<file path="src/rtl/inband_packet_deframer_core_macros.svh">
// Assertion macros shared by the deframer RTL.
// Expects clk and arst_n in the scope where a macro is used.
`ifndef INBAND_PACKET_DEFRAMER_CORE_MACROS_SVH
`define INBAND_PACKET_DEFRAMER_CORE_MACROS_SVH

// same-cycle implication, disabled while in reset
`define IPD_ASSERT_NOW(label, ante, cons) \
	label: assert property (@(posedge clk) disable iff (!arst_n) (ante) |-> (cons)) \
		else $error("deframer assertion failed");

// next-cycle implication, disabled while in reset
`define IPD_ASSERT_NEXT(label, ante, cons) \
	label: assert property (@(posedge clk) disable iff (!arst_n) (ante) |=> (cons)) \
		else $error("deframer assertion failed");

`endif

</file>
<file path="src/rtl/ipd_pkg.sv">
// Package for the in-band packet deframer: packet geometry, header field
// positions, register indexes and the timekeeper control struct. No dependencies.
package ipd_pkg;

	localparam int PACKET_WORDS = 128;
	localparam int IDX_W        = $clog2(PACKET_WORDS);
	// payload word count comes from a 9-bit byte count, so at least 7 bits
	localparam int CNT_W        = (IDX_W > 7) ? IDX_W : 7;

	localparam logic [4:0]  CHAN_DATA      = 5'h00;
	localparam logic [4:0]  CHAN_CTRL      = 5'h1f;
	localparam logic [15:0] PING_REPLY_TAG = 16'h0102;

	localparam logic [IDX_W-1:0] IDX_HEADER = IDX_W'(0);
	localparam logic [IDX_W-1:0] IDX_STAMP  = IDX_W'(1);
	localparam logic [IDX_W-1:0] IDX_PING   = IDX_W'(2);
	localparam logic [IDX_W-1:0] IDX_LAST   = IDX_W'(PACKET_WORDS - 1);
	localparam logic [CNT_W-1:0] PAYLOAD_CAP = CNT_W'(PACKET_WORDS - 2);

	typedef logic [IDX_W-1:0] idx_t;
	typedef logic [CNT_W-1:0] cnt_t;

	typedef enum logic [1:0] {
		CFG_PING_TIME   = 2'd0,
		CFG_PING_OFFSET = 2'd1
	} cfg_reg_t;

	// events for the timekeeper, already qualified by the stage advancing
	typedef struct packed {
		logic        stamp_word;  // word 1 of any packet
		logic        data_chan;   // current packet is on the data channel
		logic        ping_reply;  // ping reply recognized in word 2
		logic [31:0] stamp;       // low timestamp from word 1
	} tk_ctl_t;

	// configuration write request
	typedef struct packed {
		logic        wr;
		logic [1:0]  index;
		logic [63:0] data;
	} cfg_wr_t;

	function automatic cnt_t payload_count(input logic [31:0] hdr);
		cnt_t words;
		words = CNT_W'(hdr[8:2]);
		return (words > PAYLOAD_CAP) ? PAYLOAD_CAP : words;
	endfunction

endpackage

</file>
<file path="src/rtl/inband_packet_deframer_core.sv">
// In-band packet deframer, top level. Uses ipd_pkg and ipd_timekeeper.
// Assertions come from inband_packet_deframer_core_macros.svh.

// Takes one 32-bit stream word per cycle in fixed 128-word packets (word 0
// header, word 1 timestamp) and emits channel-0 payload words with a 64-bit
// host time once a ping reply on the control channel has aligned the clock.
// An accepted word passes the input register, then decode plus the sample-time
// add into the result register. Throughput is one word per cycle while the
// sample side takes results; a stall on the sample side backs up through the
// two registers. Configuration writes are always accepted and must only be
// made while the block is idle.
module inband_packet_deframer_core (
	input  logic        clk,
	input  logic        arst_n,
	input  logic        stream_valid,
	output logic        stream_ready,
	input  logic [31:0] stream_word,
	output logic        sample_valid,
	input  logic        sample_ready,
	output logic [31:0] sample_word,
	output logic [63:0] sample_time,
	output logic [5:0]  rssi,
	output logic        underrun,
	input  logic        cfg_valid,
	output logic        cfg_ready,
	input  logic [1:0]  cfg_index,
	input  logic [63:0] cfg_data
);
	import ipd_pkg::*;

	logic        s1_valid_q;
	logic [31:0] word_s1;

	idx_t        word_index_q;
	logic [4:0]  channel_q;
	cnt_t        payload_words_q;
	logic [5:0]  hdr_rssi_q;
	logic        hdr_underrun_q;

	logic        out_valid_q;
	logic [31:0] sample_word_q;
	logic [63:0] sample_time_q;
	logic [5:0]  rssi_q;
	logic        underrun_q;

	logic        advance;
	logic        take_s1;
	logic        emit;
	cnt_t        sample_k;
	logic        aligned;
	logic [63:0] time_base;
	tk_ctl_t     tk_ctl;
	cfg_wr_t     cfg_wr;

	assign advance      = !out_valid_q || sample_ready;
	assign take_s1      = s1_valid_q && advance;
	assign stream_ready = !s1_valid_q || advance;
	assign cfg_ready    = 1'b1;

	assign sample_k = CNT_W'(word_index_q - IDX_PING);
	assign emit     = (word_index_q != IDX_HEADER) && (word_index_q != IDX_STAMP)
		&& (channel_q == CHAN_DATA) && aligned && (sample_k < payload_words_q);

	always_comb begin
		tk_ctl.stamp_word = take_s1 && (word_index_q == IDX_STAMP);
		tk_ctl.data_chan  = (channel_q == CHAN_DATA);
		tk_ctl.ping_reply = take_s1 && (word_index_q == IDX_PING)
			&& (channel_q == CHAN_CTRL) && (word_s1[31:16] == PING_REPLY_TAG);
		tk_ctl.stamp      = word_s1;
		cfg_wr.wr         = cfg_valid && cfg_ready;
		cfg_wr.index      = cfg_index;
		cfg_wr.data       = cfg_data;
	end

	ipd_timekeeper u_timekeeper (
		.clk       (clk),
		.arst_n    (arst_n),
		.ctl       (tk_ctl),
		.cfg       (cfg_wr),
		.aligned   (aligned),
		.time_base (time_base)
	);

	// input register
	always_ff @(posedge clk or negedge arst_n) begin
		if (!arst_n) begin
			s1_valid_q <= 1'b0;
		end else if (stream_ready) begin
			s1_valid_q <= stream_valid;
		end
	end

	always_ff @(posedge clk) begin
		if (stream_ready && stream_valid) begin
			word_s1 <= stream_word;
		end
	end

	// packet position and header fields
	always_ff @(posedge clk or negedge arst_n) begin
		if (!arst_n) begin
			word_index_q    <= '0;
			channel_q       <= '0;
			payload_words_q <= '0;
			hdr_rssi_q      <= '0;
			hdr_underrun_q  <= 1'b0;
		end else if (take_s1) begin
			word_index_q <= (word_index_q == IDX_LAST) ? IDX_HEADER : word_index_q + idx_t'(1);
			if (word_index_q == IDX_HEADER) begin
				channel_q       <= word_s1[20:16];
				payload_words_q <= payload_count(word_s1);
				hdr_rssi_q      <= word_s1[26:21];
				hdr_underrun_q  <= word_s1[30];
			end
		end
	end

	// result register
	always_ff @(posedge clk or negedge arst_n) begin
		if (!arst_n) begin
			out_valid_q <= 1'b0;
		end else if (advance) begin
			out_valid_q <= s1_valid_q && emit;
		end
	end

	always_ff @(posedge clk) begin
		if (take_s1 && emit) begin
			sample_word_q <= word_s1;
			sample_time_q <= time_base + 64'(sample_k);
			rssi_q        <= hdr_rssi_q;
			underrun_q    <= hdr_underrun_q;
		end
	end

	assign sample_valid = out_valid_q;
	assign sample_word  = sample_word_q;
	assign sample_time  = sample_time_q;
	assign rssi         = rssi_q;
	assign underrun     = underrun_q;

`include "inband_packet_deframer_core_macros.svh"

	`IPD_ASSERT_NOW(a_sample_needs_aligned, sample_valid, aligned)
	`IPD_ASSERT_NOW(a_ready_when_empty, !out_valid_q, stream_ready)
	`IPD_ASSERT_NEXT(a_s1_held_on_stall, s1_valid_q && !advance,
		s1_valid_q && word_s1 == $past(word_s1) && word_index_q == $past(word_index_q))

endmodule

</file>
<file path="src/rtl/ipd_timekeeper.sv">
// Timekeeper: extends the 32-bit packet timestamp with a wrap counter, holds
// the ping registers, time offset and alignment. Depends on ipd_pkg.
module ipd_timekeeper (
	input  logic             clk,
	input  logic             arst_n,
	input  ipd_pkg::tk_ctl_t ctl,
	input  ipd_pkg::cfg_wr_t cfg,
	output logic             aligned,
	output logic [63:0]      time_base
);
	import ipd_pkg::*;

	logic [63:0] ping_time_q;
	logic [31:0] ping_offset_q;
	logic [63:0] ping_delta_q;   // ping_offset - ping_time
	logic [31:0] wrap_q;
	logic [31:0] prev_low_q;
	logic [63:0] packet_time_q;
	logic [63:0] time_offset_q;
	logic [63:0] base_q;         // packet_time - time_offset
	logic        aligned_q;
	logic        started_q;

	logic [31:0] wrap_next;
	logic [63:0] packet_time_next;

	always_comb begin
		wrap_next = wrap_q;
		if (prev_low_q > ctl.stamp && started_q) begin
			wrap_next = wrap_q + 32'd1;
		end
		packet_time_next = {wrap_next, ctl.stamp};
	end

	always_ff @(posedge clk or negedge arst_n) begin
		if (!arst_n) begin
			ping_time_q   <= '0;
			ping_offset_q <= '0;
			ping_delta_q  <= '0;
		end else if (cfg.wr) begin
			case (cfg.index)
				CFG_PING_TIME: begin
					ping_time_q  <= cfg.data;
					ping_delta_q <= {32'd0, ping_offset_q} - cfg.data;
				end
				CFG_PING_OFFSET: begin
					ping_offset_q <= cfg.data[31:0];
					ping_delta_q  <= {32'd0, cfg.data[31:0]} - ping_time_q;
				end
				default: ;
			endcase
		end
	end

	always_ff @(posedge clk or negedge arst_n) begin
		if (!arst_n) begin
			wrap_q        <= '0;
			prev_low_q    <= '0;
			packet_time_q <= '0;
			time_offset_q <= '0;
			base_q        <= '0;
			aligned_q     <= 1'b0;
			started_q     <= 1'b0;
		end else begin
			if (ctl.stamp_word) begin
				wrap_q        <= wrap_next;
				prev_low_q    <= ctl.stamp;
				packet_time_q <= packet_time_next;
				base_q        <= packet_time_next - time_offset_q;
				if (ctl.data_chan && aligned_q) begin
					started_q <= 1'b1;
				end
			end
			if (ctl.ping_reply) begin
				time_offset_q <= packet_time_q + ping_delta_q;
				aligned_q     <= 1'b1;
			end
		end
	end

	assign aligned   = aligned_q;
	assign time_base = base_q;

`include "inband_packet_deframer_core_macros.svh"

	`IPD_ASSERT_NOW(a_started_needs_aligned, started_q, aligned_q)
	`IPD_ASSERT_NEXT(a_wrap_only_on_stamp, !ctl.stamp_word, wrap_q == $past(wrap_q))
	`IPD_ASSERT_NEXT(a_wrap_steps_by_one, ctl.stamp_word,
		wrap_q == $past(wrap_q) || wrap_q == $past(wrap_q) + 32'd1)

endmodule

</file>
<file path="config.mk">
export PLATFORM = sky130hd
export DESIGN_NAME = inband_packet_deframer_core
export DESIGN_NICKNAME = d
export VERILOG_FILES = /design/src/rtl/ipd_pkg.sv /design/src/rtl/inband_packet_deframer_core.sv /design/src/rtl/ipd_timekeeper.sv
export VERILOG_INCLUDE_DIRS = /design/src /design/src/rtl
export SDC_FILE = /design/constraint.sdc
export NUM_CORES = 1
export LEC_CHECK = 0
export BUFFER_PORTS_ARGS = -buffer_cell sky130_fd_sc_hd__buf_2
export CAP_MARGIN = 20
export CORE_MARGIN = 4
export CORE_UTILIZATION = 40
export CTS_CLUSTER_DIAMETER = 200
export CTS_CLUSTER_SIZE = 40
export DETAILED_ROUTE_END_ITERATION = 8
export PLACE_DENSITY_LB_ADDON = 0.08
export SLEW_MARGIN = 0
export SYNTH_ARGS = -nofsm -noshare
export SYNTH_HDL_FRONTEND = slang
export SYNTH_HIERARCHICAL = 1
export SYNTH_SLANG_ARGS = --single-unit
</file>
<file path="constraint.sdc">
create_clock -name clk -period 8.8 [get_ports clk]
set_input_delay 0.88 -clock clk [delete_from_list [all_inputs] [get_ports clk]]
set_output_delay 0.88 -clock clk [all_outputs]
set_load 0.03 [all_outputs]
</file>
==> results by group <==
Die
  • Row Count: 107
  • Starting Density: 0.404
  • CORE AREA: 85,300 µm²
  • Die W: 301 µm
  • Die area: 90,800 µm²
  • Height of the die: 301 µm
  • Ports: 209

Detailed routing
  • DRT iter0 DRCs: 1,570
  • Via count: 27.1k
  • Antenna-violating nets left: 0
  • Final wirelength: 97,700 µm
  • DR WL/cell: 19.4 µm
  • Vias per cell: 5.39
  • Residual DRC: 0
  • Drt pass-1 iters: 7

Setup path
  • Crit path cell chain: inv_1, ha_1, nor2b_1, o21a_1, o21a_1, o21a_1, o41ai_1, a21oi_1, nand3_1, nor2_1, xor2_1, ha_1, nand4_1, nor3_1, o211ai_1, a21oi_1, o2111ai_1, a2111oi_0, nor3_1, o31ai_1
  • Reg-to-Reg End: u_timekeeper/time_base[62]$_DFFE_PN0P_
  • CP Depth: 20
  • CP arrival: 6.51 ns
  • Worst path most repeated cell: o21a_1
  • CP max-delay cell: o41ai_1
  • Critical Path End Type: register
  • Worst path max stage delay: 0.84 ns
  • WS Path Type: register to register
  • Critical-path maximum fanout: 9
  • Worst r2r src: word_s1[1]$_DFFE_PP_
  • Required time of the critical path: 9.31 ns
  • Setup crit end: u_timekeeper/time_base[62]$_DFFE_PN0P_
  • CP delay by family, top: compound AO/OA/AOI/OAI gates
  • Path depth of the worst reg2reg path: 20
  • CP startpoint: word_s1[1]$_DFFE_PP_
  • CP Launch Type: register
  • Crit path buf inv count: 1
  • R2r setup slk: 2.80 ns

Run status
  • Outcome: finished clean

Synthesis
  • Syn nets: 4,142
  • Seq/Total Area, Yosys: 0.396
  • Async SR Flop Fraction: 0.739
  • EDFF count, synth: 135
  • Mapped Area: 34,400 µm²
  • Yosys cell types: 87
  • Primary FF master, synth: dfrtp_1
  • Post-Synthesis Cells: 3,791
  • Synth Register Bits: 517
  • Ys Warns: 6
  • Synth Area per Inst: 9.08 µm²

Cells and area
  • Most common cell after layout, fill and taps aside: nand2_1
  • Final nets: 4,232
  • Layout cell share with drive strength beyond 1: 0.107
  • # diodes: 0
  • Syn-to-layout area delta: 7.45%
  • Post-route cell area: 37,000 µm²
  • Register area: 13,600 µm²
  • Finished Layout Cells: 5,033
  • FILL cells: 8,581
  • Multi-input logic area: 19,300 µm²
  • Commonest non-fill, non-tap cells in the layout: 479 x nand2_1, 382 x dfrtp_1, 280 x o21ai_0

Clock network
  • Max Root-Sink Buffers: 3
  • CTS tree: done
  • H-tree depth: 1
  • Clk pin slew, worst setup/hold paths: 0.16 ns
  • Clock root buffer: clkbuf_16
  • PostCTS Resize Cnt: 0
  • CTS Buf Count: 16
  • # Post-CTS Setup Buffers: 0
  • Clock Sinks: 517
  • CTS hold repair buffers: 0
  • Clock Latency Late Sink: 0.59 ns

Global route
  • GRT Residual Overflow: 0
  • Vias in the first global route: 25.8k
  • Largest net degree at the start of global routing: 118
  • Total global-route track usage: 0.211
  • First-pass GRT wire length: 153,000 µm
  • Initial antenna violation count: 3

Timing
  • Setup_tns: 0 ns
  • Setup repair after global routing missed its margin: no
  • Worst-Margin Slew: 1.12 ns
  • Final period util: 0.682
  • Max-slew headroom: 0.251
  • F_max: 167 MHz
  • Worst Skew: 0.0263 ns
  • Final setup vio count: 0
  • Final Max Slew Viols: 0
  • Final Hold Fails: 0
  • Crit path time final: 6.00 ns
  • Final worst slack: 2.80 ns

Pwr
  • Lkg Pwr: 17.3 nW
  • PD cells: 150 nW/µm²
  • Max VDD drop: 123 µV

Place
  • Placer Congestion: 0.882
  • # port buffers: 207
  • Placed Area: 36,500 µm²
  • Pre-CTS WS: 2.80 ns
  • Cells after DPL: 5,007
  • Post-DP HPWL: 76,100 µm

Job
  • Max-cap check violation count: 0

Hold path
  • Min-Delay Path Class: input pin to asynchronous set/reset pin
[Yosys cell counts, types with 6 or more instances]
library cell | number | area (µm²)
nand2_1 | 480 | 1800
dfrtp_1 | 382 | 9560
o21ai_0 | 280 | 1400
a21oi_1 | 255 | 1280
inv_1 | 250 | 938
ha_1 | 243 | 3040
nor2_1 | 210 | 788
xnor2_1 | 188 | 1650
xor2_1 | 156 | 1370
edfxtp_1 | 135 | 4050
clkbuf_1 | 133 | 499
a21o_1 | 115 | 863
mux2_2 | 104 | 1170
nand3_1 | 95 | 475
nand4_1 | 76 | 475
nor3_1 | 75 | 375
o21bai_1 | 44 | 330
a31oi_1 | 39 | 244
o211ai_1 | 37 | 278
nor4_1 | 35 | 219
o21a_1 | 31 | 233
and3_1 | 30 | 188
nand2b_1 | 29 | 181
or3_1 | 28 | 175
o31ai_1 | 24 | 180
nor2b_1 | 23 | 144
a211oi_1 | 20 | 150
a21boi_0 | 16 | 120
or2_2 | 15 | 93.8
and2_1 | 14 | 87.6
mux2i_1 | 14 | 140
buf_1 | 13 | 48.8
a22oi_1 | 12 | 90.1
and4_1 | 12 | 105
or4_1 | 12 | 90.1
nor4_2 | 11 | 138
a221o_1 | 8 | 80.1
buf_2 | 8 | 40.0
o221ai_1 | 8 | 70.1
a211o_1 | 7 | 61.3
a31o_2 | 7 | 61.3
nand3b_1 | 6 | 45.0
[sequential cells by signal, indices dropped and copies added (netlist names), 5 cells and up]
register,flops
sample_time,64
u_timekeeper/ping_delta_q,64
u_timekeeper/ping_time_q,64
u_timekeeper/time_base,64
u_timekeeper/time_offset_q,64
sample_word,32
u_timekeeper/ping_offset_q,32
u_timekeeper/wrap_q,32
word_s1,32
u_timekeeper/prev_low_q,31
payload_words_q,7
word_index_q,7
hdr_rssi_q,6
rssi,6
channel_q,5
[final cells by class]
cell class / instances / share of cell area
multi-input cells: 2869 / 0.522
flip-flops and latches: 517 / 0.368
well taps: 1144 / 0.0387
repair buffers: 227 / 0.0330
inverters: 250 / 0.0254
clock buffers: 25 / 0.0123
clock inverters: 1 / 0.000135
[per-layer routing]
metal  up-vias  part of all wire  global-route usage
met5         -          0.000072                   0
met4         2             0.013              0.0305
met3        68             0.039              0.0161
met2       547              0.42               0.323
met1     12800              0.52               0.332
li1      13700                 -                   -
[where the power goes]
group          leakage [nW]  internal (mW)  switching (mW)
registers              6.14           2.64           0.175
clock network         0.223          0.367           0.759
logic                  10.9          0.638           0.981
total                  17.3           3.65            1.92
[logic make-up (layout without fill, tap and decap cells)]
family | count (synthesis) | count (layout) | synth area share
simple gates | 1183 | 1183 | 0.166
compound gates | 975 | 975 | 0.177
flops | 517 | 517 | 0.396
buf+inv | 405 | 503 | 0.0446
xor+xnor | 344 | 344 | 0.0875
fa+ha+maj | 248 | 248 | 0.0913
mux | 118 | 118 | 0.0381
other cells | 1 | 1 | 0.000109
[metrics by stage]
stage	hold slack, ns	util	power, mW
floorplan	0.419	-	3.99
global placement	0.436	0.428	4.47
detailed placement	0.439	0.428	4.47
CTS	0.304	0.434	5.62
global route	0.324	0.434	5.93
finish	0.291	0.434	5.56
[how the worst min path moves through the flow]
stage | cells past startpoint | to | start | slack [ns]
global placement | 0 | rssi[5]$_DFFE_PP_ | hdr_rssi_q[5]$_DFFE_PN0P_ | 0.44
floorplan | 0 | rssi[0]$_DFFE_PP_ | hdr_rssi_q[0]$_DFFE_PN0P_ | 0.42
detailed placement | 0 | rssi[5]$_DFFE_PP_ | hdr_rssi_q[5]$_DFFE_PN0P_ | 0.44
finish | 1 | u_timekeeper/ping_time_q[5]$_DFFE_PN0P_ | arst_n | 0.29
CTS | 1 | u_timekeeper/ping_time_q[4]$_DFFE_PN0P_ | arst_n | 0.30
global route | 1 | u_timekeeper/ping_time_q[5]$_DFFE_PN0P_ | arst_n | 0.32
(Power assumes the default switching activity.)
